==> src/rtl/pjs_pkg.sv <==
// Shared types, constants and helper functions of the heap scheduler.
`default_nettype none
package pjs_pkg;

    localparam int CAPACITY  = 63;
    localparam int LEVELS    = $clog2(CAPACITY + 1);
    localparam int CNT_W     = LEVELS;
    localparam int LVL_W     = (LEVELS > 2) ? $clog2(LEVELS) : 1;
    localparam int PW        = (LEVELS > 2) ? LEVELS - 1 : 2;
    localparam int PAIR_AW   = PW - 1;
    localparam int IDX_W     = LEVELS + 1;

    localparam int ID_W      = 16;
    localparam int PRIO_W    = 8;
    localparam int LEN_W     = 16;
    localparam int TIME_W    = 32;
    localparam int OP_W      = 2;
    localparam int ENTRY_W   = ID_W + PRIO_W + LEN_W;
    localparam int S_DATA_W  = ENTRY_W;
    localparam int M_DATA_W  = ID_W + TIME_W;

    typedef enum logic [OP_W-1:0] {
        OP_EXEC   = 2'd0,
        OP_INSERT = 2'd1,
        OP_DRAIN  = 2'd2
    } t_op;

    typedef struct packed {
        logic        [LEN_W-1:0]  len;
        logic signed [PRIO_W-1:0] prio;
        logic        [ID_W-1:0]   id;
    } t_entry;

    typedef struct packed {
        t_entry odd;
        t_entry even;
    } t_pair;

    typedef enum logic {
        TK_INS,
        TK_DOWN
    } t_tkind;

    typedef struct packed {
        logic             valid;
        t_tkind           kind;
        logic [PW-1:0]    pos;
        logic [LVL_W-1:0] ins_lvl;
        logic [PW-1:0]    ins_pos;
        t_entry           carry;
    } t_tok;

    typedef struct packed {
        logic             valid;
        logic [LVL_W-1:0] lvl;
        logic [PW-1:0]    pos;
    } t_fetch;

    typedef struct packed {
        logic               valid;
        logic [PAIR_AW-1:0] addr;
    } t_rdreq;

    typedef struct packed {
        logic [PAIR_AW-1:0] raddr;
        logic [PAIR_AW-1:0] waddr;
        logic               we_even;
        logic               we_odd;
        t_entry             wdata;
    } t_ramctl;

    typedef struct packed {
        logic [LVL_W-1:0] lvl;
        logic [PW-1:0]    pos;
    } t_slot;

    typedef struct packed {
        logic              last;
        logic              status;
        logic [TIME_W-1:0] ftime;
        logic [ID_W-1:0]   id;
    } t_res;

    typedef enum logic [2:0] {
        ST_IDLE,
        ST_INS,
        ST_FETCH,
        ST_POP,
        ST_SIFT,
        ST_EMIT
    } t_state;

    // level and in-level position of heap slot m-1 (m >= 1)
    function automatic t_slot f_slot(input logic [CNT_W-1:0] m);
        t_slot            s;
        logic [CNT_W-1:0] msb;
        s.lvl = '0;
        for (int b = 0; b < CNT_W; b++) begin
            if (m[b]) begin
                s.lvl = LVL_W'(b);
            end
        end
        msb   = CNT_W'(1) << s.lvl;
        s.pos = PW'(m ^ msb);
        return s;
    endfunction

    // global index of the left child of a node
    function automatic logic [IDX_W-1:0] f_left(input logic [LVL_W-1:0] lvl,
                                               input logic [PW-1:0]    pos);
        return (IDX_W'(2) << lvl) - IDX_W'(1) + (IDX_W'(pos) << 1);
    endfunction

    function automatic logic [TIME_W-1:0] f_sat_add(input logic [TIME_W-1:0] t,
                                                   input logic [LEN_W-1:0]  len);
        logic [TIME_W:0] s;
        s = {1'b0, t} + (TIME_W+1)'(len);
        return s[TIME_W] ? {TIME_W{1'b1}} : s[TIME_W-1:0];
    endfunction

endpackage
`default_nettype wire

==> src/rtl/pjs_cell.sv <==
// One heap level: insert and sift-down step, handing the carried entry down.
`default_nettype none
module pjs_cell (
    input  wire logic                         i_clk,
    input  wire logic                         i_rst_n,
    input  wire logic [pjs_pkg::LVL_W-1:0]    i_level,
    input  wire logic [pjs_pkg::CNT_W-1:0]    i_count,
    input  wire pjs_pkg::t_tok                i_tok,
    output pjs_pkg::t_tok                     o_tok,
    output logic                              o_done,
    input  wire pjs_pkg::t_fetch              i_fetch,
    input  wire pjs_pkg::t_rdreq              i_parent_rd,
    output pjs_pkg::t_rdreq                   o_child_rd,
    input  wire pjs_pkg::t_pair               i_child_data,
    input  wire pjs_pkg::t_pair               i_ram_rd,
    output pjs_pkg::t_ramctl                  o_ram
);

    logic                             r_hold;
    logic                             n_hold;
    pjs_pkg::t_tok                    r_tok;
    pjs_pkg::t_tok                    n_tok;
    pjs_pkg::t_tok                    r_out;
    pjs_pkg::t_tok                    n_out;
    logic [pjs_pkg::PW-1:0]           p1_pos;
    logic [pjs_pkg::IDX_W-1:0]        left1;
    logic [pjs_pkg::IDX_W-1:0]        left2;
    logic [pjs_pkg::IDX_W-1:0]        cnt_x;
    pjs_pkg::t_entry                  own_n;
    pjs_pkg::t_entry                  child_c;
    logic                             pick_r;
    logic                             wr;
    logic [pjs_pkg::PW-1:0]           wr_pos;
    pjs_pkg::t_entry                  wr_data;
    logic                             rd_own;

    assign p1_pos  = (i_tok.kind == pjs_pkg::TK_INS)
                   ? pjs_pkg::PW'(i_tok.ins_pos >> (i_tok.ins_lvl - i_level))
                   : i_tok.pos;
    assign left1   = pjs_pkg::f_left(i_level, p1_pos);
    assign left2   = pjs_pkg::f_left(i_level, r_tok.pos);
    assign cnt_x   = pjs_pkg::IDX_W'(i_count);
    assign own_n   = r_tok.pos[0] ? i_ram_rd.odd : i_ram_rd.even;
    assign pick_r  = ((left2 + pjs_pkg::IDX_W'(1)) < cnt_x)
                   && !($signed(i_child_data.even.prio) < $signed(i_child_data.odd.prio));
    assign child_c = pick_r ? i_child_data.odd : i_child_data.even;

    always_comb begin
        n_hold     = 1'b0;
        n_tok      = r_tok;
        n_out      = '0;
        o_done     = 1'b0;
        o_child_rd = '0;
        wr         = 1'b0;
        wr_pos     = r_tok.pos;
        wr_data    = r_tok.carry;
        rd_own     = 1'b0;
        if (i_tok.valid) begin
            n_tok     = i_tok;
            n_tok.pos = p1_pos;
            if (i_tok.kind == pjs_pkg::TK_INS) begin
                if (i_level == i_tok.ins_lvl) begin
                    wr      = 1'b1;
                    wr_pos  = p1_pos;
                    wr_data = i_tok.carry;
                    o_done  = 1'b1;
                end else begin
                    rd_own = 1'b1;
                    n_hold = 1'b1;
                end
            end else begin
                if (left1 >= cnt_x) begin
                    wr      = 1'b1;
                    wr_pos  = p1_pos;
                    wr_data = i_tok.carry;
                    o_done  = 1'b1;
                end else begin
                    o_child_rd.valid = 1'b1;
                    o_child_rd.addr  = pjs_pkg::PAIR_AW'(p1_pos);
                    n_hold           = 1'b1;
                end
            end
        end else if (r_hold) begin
            n_out       = r_tok;
            n_out.valid = 1'b1;
            wr          = 1'b1;
            if (r_tok.kind == pjs_pkg::TK_INS) begin
                if ($signed(r_tok.carry.prio) <= $signed(own_n.prio)) begin
                    n_out.carry = own_n;
                end else begin
                    wr_data = own_n;
                end
            end else begin
                if ($signed(r_tok.carry.prio) >= $signed(child_c.prio)) begin
                    wr_data   = child_c;
                    n_out.pos = {r_tok.pos[pjs_pkg::PW-2:0], pick_r};
                end else begin
                    n_out  = '0;
                    o_done = 1'b1;
                end
            end
        end
    end

    always_comb begin
        o_ram.wdata   = wr_data;
        o_ram.waddr   = wr_pos[pjs_pkg::PW-1:1];
        o_ram.we_even = wr && !wr_pos[0];
        o_ram.we_odd  = wr && wr_pos[0];
        if (i_parent_rd.valid) begin
            o_ram.raddr = i_parent_rd.addr;
        end else if (rd_own) begin
            o_ram.raddr = p1_pos[pjs_pkg::PW-1:1];
        end else if (i_fetch.valid && (i_fetch.lvl == i_level)) begin
            o_ram.raddr = i_fetch.pos[pjs_pkg::PW-1:1];
        end else begin
            o_ram.raddr = '0;
        end
    end

    always_ff @(posedge i_clk) begin
        if (!i_rst_n) begin
            r_hold <= 1'b0;
            r_out  <= '0;
        end else begin
            r_hold <= n_hold;
            r_out  <= n_out;
        end
    end

    always_ff @(posedge i_clk) begin
        r_tok <= n_tok;
    end

    assign o_tok = r_out;

endmodule
`default_nettype wire

==> config.mk <==
export PLATFORM = sky130hd
export DESIGN_NAME = pjs_cell
export DESIGN_NICKNAME = d
export VERILOG_FILES = /design/src/rtl/pjs_pkg.sv /design/src/rtl/pjs_cell.sv
export SDC_FILE = /design/constraint.sdc
export NUM_CORES = 1
export LEC_CHECK = 0
export ABC_AREA = 1
export BUFFER_PORTS_ARGS = -buffer_cell sky130_fd_sc_hd__buf_4
export CAP_MARGIN = 40
export CORE_MARGIN = 2
export CORE_UTILIZATION = 40
export CTS_BUF_LIST = sky130_fd_sc_hd__clkbuf_8
export CTS_CLUSTER_SIZE = 12
export DETAILED_ROUTE_END_ITERATION = 12
export HOLD_SLACK_MARGIN = 0.03
export PLACE_DENSITY = 0.71
export SLEW_MARGIN = 30
export SYNTH_ARGS = -nofsm -noshare
export SYNTH_HDL_FRONTEND = slang
export SYNTH_SLANG_ARGS = --single-unit
export TNS_END_PERCENT = 20
==> constraint.sdc <==
create_clock -name i_clk -period 5.9 [get_ports i_clk]
set_clock_uncertainty 0.05 [all_clocks]
set_input_delay 0.59 -clock i_clk [delete_from_list [all_inputs] [get_ports i_clk]]
set_output_delay 0.59 -clock i_clk [all_outputs]
set_load 0.01 [all_outputs]
After elaboration in Yosys (flattened, before gate mapping). Cells that the tools add are included.

Bits in registers: 110. Memory bits (writable): 0. Bits in read-only memories: 0. Output and inout port bits: 111. Latch bits: 0. Memories: 0.

Magnitude comparators: 5. Bitwise logic cells: 3. Multipliers: 0. Equality and inequality tests: 2. Divide/modulo/power cells: 0. Shift operators: 2. Reductions and logical operators: 9. $add $sub $neg: 5. Multiplexer cells: 41.

Operator list (number): 40-bit 2-to-1 mux (12); 48-bit 2-to-1 mux (1); 5-bit 2-to-1 mux (9); 15-bit 2-to-1 mux (1); 7-bit by 6-bit adder with 7-bit output (2); 1-bit 2-to-1 mux (14); 4-bit 2-to-1 mux (3); 8-bit >= comparator (1); 8-bit <= comparator (1); 8-bit < comparator (1); 7-bit by 1-bit adder with 7-bit output, second input constant (1); 7-bit by 6-bit >= comparator with 1-bit output (1); 7-bit by 6-bit < comparator with 1-bit output (1); 2-bit by 3-bit << shifter with 7-bit output, first input constant (1); 7-bit by 1-bit subtractor with 7-bit output, second input constant (1); 3-bit equality test (2); 5-bit by 3-bit >> shifter with 5-bit output (1); 1-bit logical AND (4); 4-bit OR reduction (1); 1-bit NOT (3); 3-bit OR reduction (1); 3-bit subtractor (1); 1-bit logical NOT (2); 2-bit 2-to-1 mux (1); 2-bit AND reduction (1).

Logic depth before layout (Yosys ltp). Gate-level depths: netlist of the first run.

Depth in word-level cells: 12. Gate-level depth with buffers: 37. Mapped depth without buffers: 35.

Worst setup path after synthesis of the first run. Ideal clock, no wire load.

Kind: input -> output. Start point: input port i_level[0] (netlist bit). End point: output port o_ram[27] (netlist bit). Path slack: 0.044 ns. Required time: 5.260 ns. Stages on the path: 34. Buffers on the path: 3. Arrival: 5.216 ns. Cell sequence: nor2_1 > inv_1 > nor2_1 > inv_1 > ha_1 > xor2_1 > inv_1 > ha_1 > nand2_1 > nand2_1 > a31oi_1 > xor2_1 > ha_1 > nand2_1 > inv_1 > o21ai_0 > nand3_1 > nor2_8 > buf_2 > nand3_1 > and2_1 > ha_1 > a21oi_1 > o21a_1 > nand2_1 > nand2_1 > nand3_1 > buf_2 > o21ai_4 > inv_1 > nand2_2 > buf_4 > nand3_1 > nand3_1.

RTL lines: start, declared (RTL line pjs_cell.sv:6) `input wire logic [pjs_pkg::LVL_W-1:0] i_level,`; end, declared (RTL line pjs_cell.sv:16) `output pjs_pkg::t_ramctl o_ram`.

==> out/qor.csv, run 1 <==
metric;value;unit
switching part of the total;43.5;%
top cell type by total area after synthesis;edfxtp_1;
Routed Antenna Nets;0;
final net count;1947;
Longest Clk Path Bufs;2;
Port Buffers;349;
Final Cycle Share;98.8;%
area fraction of the dominant cell type after synthesis;18.6;%
RSZ-0062 raised after global routing;yes;
synth warn;0;
vias per inst;5.30;
Clock Power Share;14.8;%
Int Power;1.82;mW
most frequent cell after synthesis;nand2_1;
Final Wtd Congestion;0.925;
H-tree lvl count;3;
filler cell count;2030;
Worst Tran Pin Value;889;ps
HPWL after DPL;26.0;mm
Net Count, Synth;1557;
Critical Path Source Type;input pin;
Initial Util;40.4;%
Net Sw Power;1.40;mW
WS Path Type;input pin to output pin;
total iterations of the first detailed-routing run;6;
r2r startpoint;r_tok[48]$_DFFE_PP_;
Iteration-0 DRC Markers;686;
pin count of the biggest net entering global routing;114;
worst hold path type;input pin to flip-flop;
Final Hold Vio Count;0;
Worst-Skew Late Latency;400;ps
Combinational Power Share;57.9;%
DRC;0;
CTS tree;done;
DR WL/cell;17.8;um
first-pass GRT wire length;50.6;mm
crit path launch;i_level[1];
Power Total;3.22;mW
top post-synthesis cells by count;nand2_1 (350), inv_1 (148), nand3_1 (135);
Rows;54;
Synth Register Bits;110;
area delta synth->final;48.9;%
CTS clk-pin slew, worst paths;130;ps
leak pwr;6.66;nW
die area;0.0230;mm2
MaxCap Viol Count;0;
number of global-route vias before repair;9637;
f_max;172;MHz
sequential share of power;27.3;%
Synth Flop Type;dfxtp_1;
I/O pin total;351;
Crit. End Element;output pin;
hold path depth;1;
share of cells above drive strength 1;33.9;%
Distinct cells, synth;43;
slew margin rel.;40.6;%
die width;152;um
syn_area_per_cell;6.88;um2
Clock Sinks;110;
VDD IR-drop max;138;uV
crit-path max FO;6;
vias post-DR;10305;
pins over their slew limit;0;
run status;completed;
Synth Cell Area;0.00872;mm2
fraction of registers with async set/reset;0;%
Tmin final;5830;ps
largest cells by area after synthesis;edfxtp_1 (19%), nand2_1 (15%), dfxtp_1 (13%);
height of the die;152;um
TritonCTS Buffers;9;
core box area;0.0216;mm2
antenna violations before repair;1;
CP Data Arrival Time;5190;ps
Fin Hold WS;312;ps
Syn Inst Count;1268;
post-synthesis sequential area ratio;31.4;%
FF-to-FF path depth;29;
Pwr Density;248;mW/mm2
Post-synth EDFFs;54;
Worst EP required;5260;ps
HP Start;i_tok[22];
endpoints failing setup;0;
critical path's slowest cell;ha_1;
Total Routing Usage GR;28.5;%
GR Overflow Total;0;
Worst path max stage delay;260;ps
WL final;34.6;mm
Root Driver;clkbuf_8;
==> per-stage QoR <==
stage	cells	TNS (ps)	instance area (um2)	util [%]	setup WS, ps
2_1_floorplan	1268	0	8720	-	43.6
6_report	1944	0	13000	60.1	72.6
3_3_place_gp	1915	-7770	12200	56.2	-277
3_5_place_dp	1918	-12990	12200	56.5	-410
4_1_cts	1936	0	12600	58.1	8.87
5_1_grt	1943	-5570	13000	60.1	-197
==> kinds of logic after synthesis <==
kind of cell	count (synthesis)	synth area share, %
multiplexers	40	4.59
buffers and inverters	223	10.4
flip-flops	110	31.4
AO/OA/AOI/OAI	242	15.8
XOR/XNOR	11	1.10
AND/OR/NAND/NOR	593	29.5
adder cells (fa/ha/maj)	49	7.20
==> layout make-up <==
cell class | instances | area [um2] | share of cell area (%)
antenna | 1 | 2.50 | 0.0193
clock buffer | 9 | 124 | 0.954
clock inverter | 7 | 65.1 | 0.501
inverter | 156 | 586 | 4.51
timing repair buffer | 446 | 3600 | 27.7
sequential | 110 | 2740 | 21.1
multi-input combinational | 935 | 5520 | 42.5
tap | 280 | 350 | 2.70
==> cells in the final DEF (no fill, tap or decap), drive strengths merged, types with 8 or more instances in the layout <==
cell	netlist	final
buf	36	445
nand2	354	354
inv	154	159
nand3	136	136
o21ai	102	102
a21oi	89	89
nor2	59	59
dfxtp	56	56
edfxtp	54	54
ha	47	47
mux2i	40	40
nand3b	21	21
o211ai	16	16
nand4	12	12
o31ai	11	11
clkbuf	31	10
a22oi	8	8
==> power by group through the flow <==
stage	Clock, mW	Combinational [mW]	Sequential [mW]
final	0.476	1.87	0.880
after floorplan	0	0.936	0.890
after global placement	0	1.62	0.892
after detailed placement	0	1.65	0.893
after CTS	0.484	1.73	0.877
after global routing	0.505	2.03	0.885
==> final timing paths <==
kind,end,slack (ps)
min,r_tok[22]$_DFFE_PP_,310
min reg2reg,o_tok[41]$_SDFF_PP0_,420
max reg2reg,o_tok[1]$_SDFF_PP0_,1180
max,o_ram[3],70
==> metal layers <==
layer | vias to the layer above | part of all wire [%] | GRT usage [%]
met5 | - | 0 | 0
met4 | 0 | 3.2 | 9.86
met3 | 70 | 7.8 | 4.67
met2 | 471 | 48 | 49.5
met1 | 4760 | 41 | 35.8
li1 | 5004 | - | -
==> timing repair <==
action / CTS / global route
gates resized for setup: 29 / 76
gates cloned: 1 / 1
endpoints found under the setup margin: 41 / 50
hold buffers: 0 / 0
pin swaps: 22 / 44
buffers inserted: 1 / 5
==> state kept, by name (all words and copies together) (netlist names) <==
name / flops
r_hold: 1
r_tok: 54
o_tok: 55
==> critical path, delay by kind of cell <==
| family | cells | cell delay [ps] |
|---|---|---|
| fa+ha+maj | 4 | 890 |
| buf+inv | 10 | 1040 |
| xor+xnor | 2 | 310 |
| simple gates | 12 | 1250 |
| compound gates | 7 | 1060 |
(Power assumes the default switching activity.)
==> run 2: changes to the inputs <==
--- a/config.mk
+++ b/config.mk
@@ -10,11 +10,11 @@
 export CAP_MARGIN = 40
 export CORE_MARGIN = 2
 export CORE_UTILIZATION = 40
-export CTS_BUF_LIST = sky130_fd_sc_hd__clkbuf_8
+export CTS_BUF_LIST = sky130_fd_sc_hd__clkbuf_4
 export CTS_CLUSTER_SIZE = 12
 export DETAILED_ROUTE_END_ITERATION = 12
 export HOLD_SLACK_MARGIN = 0.03
-export PLACE_DENSITY = 0.71
+export PLACE_DENSITY = 0.77
 export SLEW_MARGIN = 30
 export SYNTH_ARGS = -nofsm -noshare
 export SYNTH_HDL_FRONTEND = slang
==> constraint.sdc (replaced) <==
create_clock -name i_clk -period 5.4 [get_ports i_clk]
set_clock_uncertainty 0.05 [all_clocks]
set_input_delay 0.54 -clock i_clk [delete_from_list [all_inputs] [get_ports i_clk]]
set_output_delay 0.54 -clock i_clk [all_outputs]
set_load 0.01 [all_outputs]
==> out/qor.csv, run 2 (synthesized netlist as in run 1, its figures left out) <==
metric;value;unit;change
run status;complete, but fails checks;;was completed
violated checks;negative setup slack;;
Final Hold Vio Count;0;;unchanged
Routed Antenna Nets;0;;unchanged
Final Core Density;62.8;%;was 60.1%
Rows;54;;unchanged
Worst EP required;4810;ps;was 5260 ps
Crit. End Element;output pin;;unchanged
antenna violations before repair;1;;unchanged
Worst path max stage delay;270;ps;was 260 ps
endpoints failing setup;43;;was 0
CTS clk-pin slew, worst paths;200;ps;was 130 ps
pin count of the biggest net entering global routing;114;;unchanged
crit-path max FO;8;;was 6
Worst-Skew Late Latency;520;ps;was 400 ps
GR Overflow Total;0;;unchanged
Power Total;3.67;mW;was 3.22 mW
CTS tree;done;;unchanged
core box area;0.0216;mm2;unchanged
f_max;176;MHz;
final instance area;0.0136;mm2;was 0.0130 mm2
Pwr Density;270;mW/mm2;was 248 mW/mm2
first-pass GRT wire length;54.2;mm;was 50.6 mm
Initial Util;40.4;%;unchanged
die area;0.0230;mm2;unchanged
area delta synth->final;55.7;%;was 48.9%
slew margin rel.;48.4;%;was 40.6%
Final Wtd Congestion;0.974;;was 0.925
total iterations of the first detailed-routing run;6;;unchanged
VDD IR-drop max;130;uV;was 138 uV
MaxCap Viol Count;0;;unchanged
pins over their slew limit;0;;unchanged
H-tree lvl count;3;;unchanged
Tmin final;5680;ps;
Final Cycle Share;105;%;
Worst Tran Pin Value;774;ps;was 889 ps
most frequent cells in the layout;buf_4 (425), nand2_1 (319), inv_1 (139);;was buf_4 (417), nand2_1 (344), inv_1 (142)
CP Data Arrival Time;5090;ps;was 5190 ps
most used cell along the critical path;nand2_2;;
setup TNS;-8510;ps;was 0 ps
Port Buffers;349;;unchanged
fin cells;1974;;was 1944
commonest non-fill, non-tap cell in the layout;buf_4;;unchanged
DR WL/cell;18.9;um;was 17.8 um
Placement Cell Area;0.0122;mm2;about the same
final net count;1977;;was 1947
hold buffer count at CTS;0;;unchanged
DRC;0;;unchanged
Fin Hold WS;141;ps;was 312 ps
Longest Clk Path Bufs;2;;unchanged
max reg flops;55;;unchanged
placed cell count;1913;;was 1918
TritonCTS Buffers;9;;unchanged
die width;152;um;unchanged
WL final;37.3;mm;was 34.6 mm
RSZ-0062 raised after global routing;yes;;unchanged
Total Routing Usage GR;30.8;%;was 28.5%
critical path's slowest cell;ha_1;;unchanged
Clock Sinks;110;;unchanged
share of cells above drive strength 1;38.3;%;was 33.9%
Place WS;-605;ps;was -410 ps
WS Path Type;input pin to output pin;;unchanged
filler cell count;1889;;was 2030
vias post-DR;10757;;was 10305
height of the die;152;um;unchanged
vias per inst;5.45;;was 5.30
HPWL after DPL;26.5;mm;was 26.0 mm
worst hold path type;input pin to flip-flop;;unchanged
PnR worst setup slack;-284;ps;was 72.6 ps
number of global-route vias before repair;10151;;was 9637
Critical Path Source Type;input pin;;unchanged
I/O pin total;351;;unchanged
Root Driver;clkbuf_4;;was clkbuf_8
leak pwr;6.89;nW;was 6.66 nW
Iteration-0 DRC Markers;731;;was 686
-- run 2: changes by cell type in the layout (fill, tap and decap cells not counted), sizes merged --
| cell | change |
|---|---|
| inv | -5 |
| clkinv | +4 |
| nand2 | +3 |
| buf | +27 |
| nor2 | +1 |
-- run 2: timing repair --
action                                  in CTS  in global routing
resized for setup                          104                104
pin swaps                                   45                 56
setup buffers                               22                 16
endpoints found under the setup margin      51                 52
cloned                                       7                  1
-- run 2: metal layers --
layer / wire [um] / up-vias / global-route usage (%)
met5: 0 / - / 0
met1: 14000 / 4957 / 36.9
li1: - / 5077 / -
met3: 3660 / 117 / 7.10
met2: 18300 / 606 / 53.1
met4: 1390 / 0 / 12.9
-- run 2: cell type report --
type / instances / area, um2 / share of cell area [%]
antenna: 1 / 2.50 / 0.0184
clock buffer: 10 / 75.1 / 0.553
clock inverter: 6 / 47.5 / 0.350
inverter: 156 / 606 / 4.46
multi-input combinational: 939 / 5840 / 43.0
sequential: 110 / 2740 / 20.2
tap: 280 / 350 / 2.58
timing repair buffer: 472 / 3920 / 28.8
-- run 2: power by group --
part,internal [mW],total (mW),switching (mW)
Sequential,0.927,0.963,0.0358
Clock,0.104,0.423,0.319
Combinational,1.01,2.28,1.27
Total,2.04,3.67,1.63
-- run 2: final timing paths --
kind / startpoint / endpoint / slack, ps / cells past startpoint
setup / recovery: i_level[0] / o_ram[33] / -280 / 37
hold / removal: i_tok[19] / r_tok[19]$_DFFE_PP_ / 140 / 1
setup reg to reg: r_tok[48]$_DFFE_PP_ / o_tok[36]$_SDFF_PP0_ / 740 / 31
hold reg to reg: r_tok[42]$_DFFE_PP_ / o_tok[42]$_SDFF_PP0_ / 440 / 2
-- run 2: critical path: cells and delay by family --
family / cells / cell delay (ps)
AND/OR/NAND/NOR: 18 / 1890
adder cells (fa/ha/maj): 4 / 900
buffers and inverters: 9 / 790
AO/OA/AOI/OAI: 4 / 620
XOR/XNOR: 2 / 330
==> run 3: changes to the inputs <==
--- a/config.mk
+++ b/config.mk
@@ -5,7 +5,6 @@
 export SDC_FILE = /design/constraint.sdc
 export NUM_CORES = 1
 export LEC_CHECK = 0
-export ABC_AREA = 1
 export BUFFER_PORTS_ARGS = -buffer_cell sky130_fd_sc_hd__buf_4
 export CAP_MARGIN = 40
 export CORE_MARGIN = 2
@@ -14,7 +13,7 @@
 export CTS_CLUSTER_SIZE = 12
 export DETAILED_ROUTE_END_ITERATION = 12
 export HOLD_SLACK_MARGIN = 0.03
-export PLACE_DENSITY = 0.77
+export PLACE_DENSITY = 0.79
 export SLEW_MARGIN = 30
 export SYNTH_ARGS = -nofsm -noshare
 export SYNTH_HDL_FRONTEND = slang
==> out/qor.csv, run 3 <==
metric;value;unit;change
Worst-Skew Late Latency;490;ps;was 520 ps
Net Count, Synth;1091;;was 1557
largest cells by area after synthesis;edfxtp_1 (21%), dfxtp_1 (14%), mux2i_1 (9.8%);;was edfxtp_1 (19%), nand2_1 (15%), dfxtp_1 (13%)
VDD IR-drop max;139;uV;was 130 uV
crit path launch;i_level[1];;was i_level[0]
Placement Cell Area;0.0115;mm2;was 0.0122 mm2
share of cells above drive strength 1;48.5;%;was 38.3%
switching part of the total;38.7;%;was 44.4%
slew margin rel.;44.6;%;was 48.4%
pin count of the biggest net entering global routing;65;;was 114
number of global-route vias before repair;7857;;was 10151
die width;143;um;was 152 um
Distinct cells, synth;69;;was 43
I/O pin total;351;;unchanged
Routed Antenna Nets;0;;unchanged
synth warn;0;;unchanged
sequential share of power;30.5;%;was 26.3%
critical path's slowest cell;or3_4;;was ha_1
post-synthesis sequential area ratio;35.5;%;was 31.4%
r2r startpoint;r_tok[48]$_DFFE_PP_;;unchanged
Int Power;1.95;mW;was 2.04 mW
CTS tree;done;;unchanged
Iteration-0 DRC Markers;479;;was 731
PnR worst setup slack;-635;ps;was -284 ps
r2r endpoint;o_tok[38]$_SDFF_PP0_;;was o_tok[36]$_SDFF_PP0_
H-tree lvl count;3;;unchanged
placed cell count;1423;;was 1913
height of the die;143;um;was 152 um
first-pass GRT wire length;42.4;mm;was 54.2 mm
MaxCap Viol Count;0;;unchanged
max reg flops;55;;unchanged
Tmin final;6040;ps;was 5680 ps
Synth Flop Type;dfxtp_1;;unchanged
vias per inst;5.63;;was 5.45
Rows;50;;was 54
Clock Sinks;110;;unchanged
Final Core Density;64.9;%;was 62.8%
Clock Power Share;12.4;%;was 11.5%
Port Buffers;349;;unchanged
syn_area_per_cell;9.64;um2;was 6.88 um2
leak pwr;5.50;nW;was 6.89 nW
Critical Path Source Type;input pin;;unchanged
pins over their slew limit;0;;unchanged
CP Data Arrival Time;5450;ps;was 5090 ps
final instance area;0.0122;mm2;was 0.0136 mm2
Root Driver;clkbuf_4;;unchanged
top cell type by total area after synthesis;edfxtp_1;;unchanged
Worst path max stage delay;400;ps;was 270 ps
Synth Area in Adders;8.12;%;was 7.20%
Synth Register Bits;110;;unchanged
main combinational cell family by area after synthesis;compound AO/OA/AOI/OAI gates;;was simple AND/OR/NAND/NOR gates
Longest Clk Path Bufs;2;;unchanged
CTS clk-pin slew, worst paths;180;ps;was 200 ps
Syn Inst Count;802;;was 1268
Place WS;-605;ps;about the same
WL final;29.5;mm;was 37.3 mm
flop2flop setup slack;570;ps;was 740 ps
fin cells;1458;;was 1974
RSZ-0062 raised after global routing;yes;;unchanged
most frequent cells in the layout;buf_4 (400), nand2_1 (111), mux2i_1 (75);;was buf_4 (425), nand2_1 (319), inv_1 (139)
Synth Cell Area;0.00773;mm2;was 0.00872 mm2
Worst Tran Pin Value;828;ps;was 774 ps
top post-synthesis cells by count;nand2_1 (123), mux2i_1 (76), dfxtp_1 (56);;was nand2_1 (350), inv_1 (148), nand3_1 (135)
Initial Util;41.1;%;was 40.4%
Crit. End Element;output pin;;unchanged
Final Cycle Share;112;%;was 105%
run status;complete, but fails checks;;unchanged
xor and xnor area share after synthesis;1.49;%;was 1.10%
final net count;1481;;was 1977
CP Capture Point;o_ram[18];;was o_ram[33]
area delta synth->final;58.1;%;was 55.7%
endpoints failing setup;51;;was 43
commonest non-fill, non-tap cell in the layout;buf_4;;unchanged
Worst EP required;4810;ps;about the same
GR Overflow Total;0;;unchanged
WS Path Type;input pin to output pin;;unchanged
FF-to-FF path depth;24;;was 31
total iterations of the first detailed-routing run;5;;was 6
Total Routing Usage GR;26.8;%;was 30.8%
DRC;0;;unchanged
die area;0.0205;mm2;was 0.0230 mm2
Combinational Power Share;57.1;%;was 62.2%
post-synthesis compound-gate area fraction;22.2;%;was 15.8%
core box area;0.0188;mm2;was 0.0216 mm2
most frequent cell after synthesis;nand2_1;;unchanged
Final Wtd Congestion;0.941;;was 0.974
worst hold path type;input pin to flip-flop;;unchanged
Pwr Density;260;mW/mm2;was 270 mW/mm2
HPWL after DPL;21.8;mm;was 26.5 mm
f_max;166;MHz;was 176 MHz
Post-synth EDFFs;54;;unchanged
Final Hold Vio Count;0;;unchanged
DR WL/cell;20.2;um;was 18.9 um
Simple-Gate Fraction of Synth Area;12.7;%;was 29.5%
mux contribution to synthesized area;15.1;%;was 4.59%
violated checks;negative setup slack;;unchanged
filler cell count;1479;;was 1889
area fraction of the dominant cell type after synthesis;21.0;%;was 18.6%
fraction of registers with async set/reset;0;%;unchanged
TritonCTS Buffers;9;;unchanged
crit-path max FO;7;;was 8
vias post-DR;8215;;was 10757
Net Sw Power;1.23;mW;was 1.63 mW
antenna violations before repair;1;;unchanged
run 3: cell count changes after synthesis, moves of 21 or more:
cell	previous run	this run
buf_2	30	9
a21oi_1	89	26
nor2_1	56	28
mux2i_1	40	76
nand2_1	350	123
inv_1	148	32
o2bb2ai_1	0	32
mux2_2	0	36
o2111ai_1	0	25
nand3_1	135	6
o21ai_0	92	16
run 3: worst min path at each step:
stage | slack, ps | to | startpoint | cells after the start
3_3_place_gp | 370 | o_tok[42]$_SDFF_PP0_ | r_tok[42]$_DFFE_PP_ | 1
5_1_grt | 120 | r_tok[33]$_DFFE_PP_ | i_tok[33] | 1
2_1_floorplan | 370 | o_tok[40]$_SDFF_PP0_ | r_tok[40]$_DFFE_PP_ | 1
3_5_place_dp | 380 | o_tok[43]$_SDFF_PP0_ | r_tok[43]$_DFFE_PP_ | 1
4_1_cts | 120 | r_tok[31]$_DFFE_PP_ | i_tok[31] | 1
6_report | 170 | r_tok[33]$_DFFE_PP_ | i_tok[33] | 1
run 3: stage by stage:
step           hold WS, ps  total power [mW]  TNS, ps
3_5_place_dp           376              2.55   -28410
2_1_floorplan          370              1.91    -9360
5_1_grt                119              3.34   -37220
3_3_place_gp           371              2.51   -21460
6_report               166              3.18   -23940
4_1_cts                118              3.05   -21580
run 3: cells by family after synthesis:
family / count (synthesis)
buffers and inverters: 88
xor gates and xnor gates: 11
AOI/OAI and AO/OA: 217
and+or+nand+nor: 215
adders and majority gates: 49
muxes: 112
DFF: 110
run 3: critical path: cells and delay by family:
family | cells | cell delay, ps
AO/OA/AOI/OAI | 11 | 1830
adder cells (fa/ha/maj) | 4 | 970
buffers and inverters | 6 | 820
multiplexers | 2 | 580
AND/OR/NAND/NOR | 3 | 490
XOR/XNOR | 1 | 180
run 3: repair_timing:
action,in CTS,in global routing
endpoints found under the setup margin,52,52
gates resized for setup,49,50
buffers inserted,5,9
pin swaps,0,20
gates cloned,2,2
hold buffers,0,0
run 3: routing by layer:
layer  track usage, %  part of all wire [%]  vias to the layer above
met5                0                     0                        -
met4             10.7                   3.3                        0
met3             3.96                   6.0                       74
met2             45.0                    49                      402
met1             34.6                    41                     3917
li1                 -                     -                     3822
run 3: power groups by stage:
stage	logic (mW)	clock network, mW	registers, mW
finish	1.82	0.396	0.971
global route	1.94	0.425	0.976
CTS	1.68	0.405	0.968
floorplan	0.927	0	0.979
detailed placement	1.56	0	0.986
global placement	1.52	0	0.984
run 3: cell type report:
type	count	area, um2	share of cell area, %
Clock buffer	9	67.6	0.553
Multi-Input combinational cell	604	5350	43.8
Tap cell	260	325	2.66
Inverter	32	120	0.982
Timing Repair Buffer	435	3570	29.2
Clock inverter	7	47.5	0.389
Sequential cell	110	2740	22.4
Antenna cell	1	2.50	0.0205
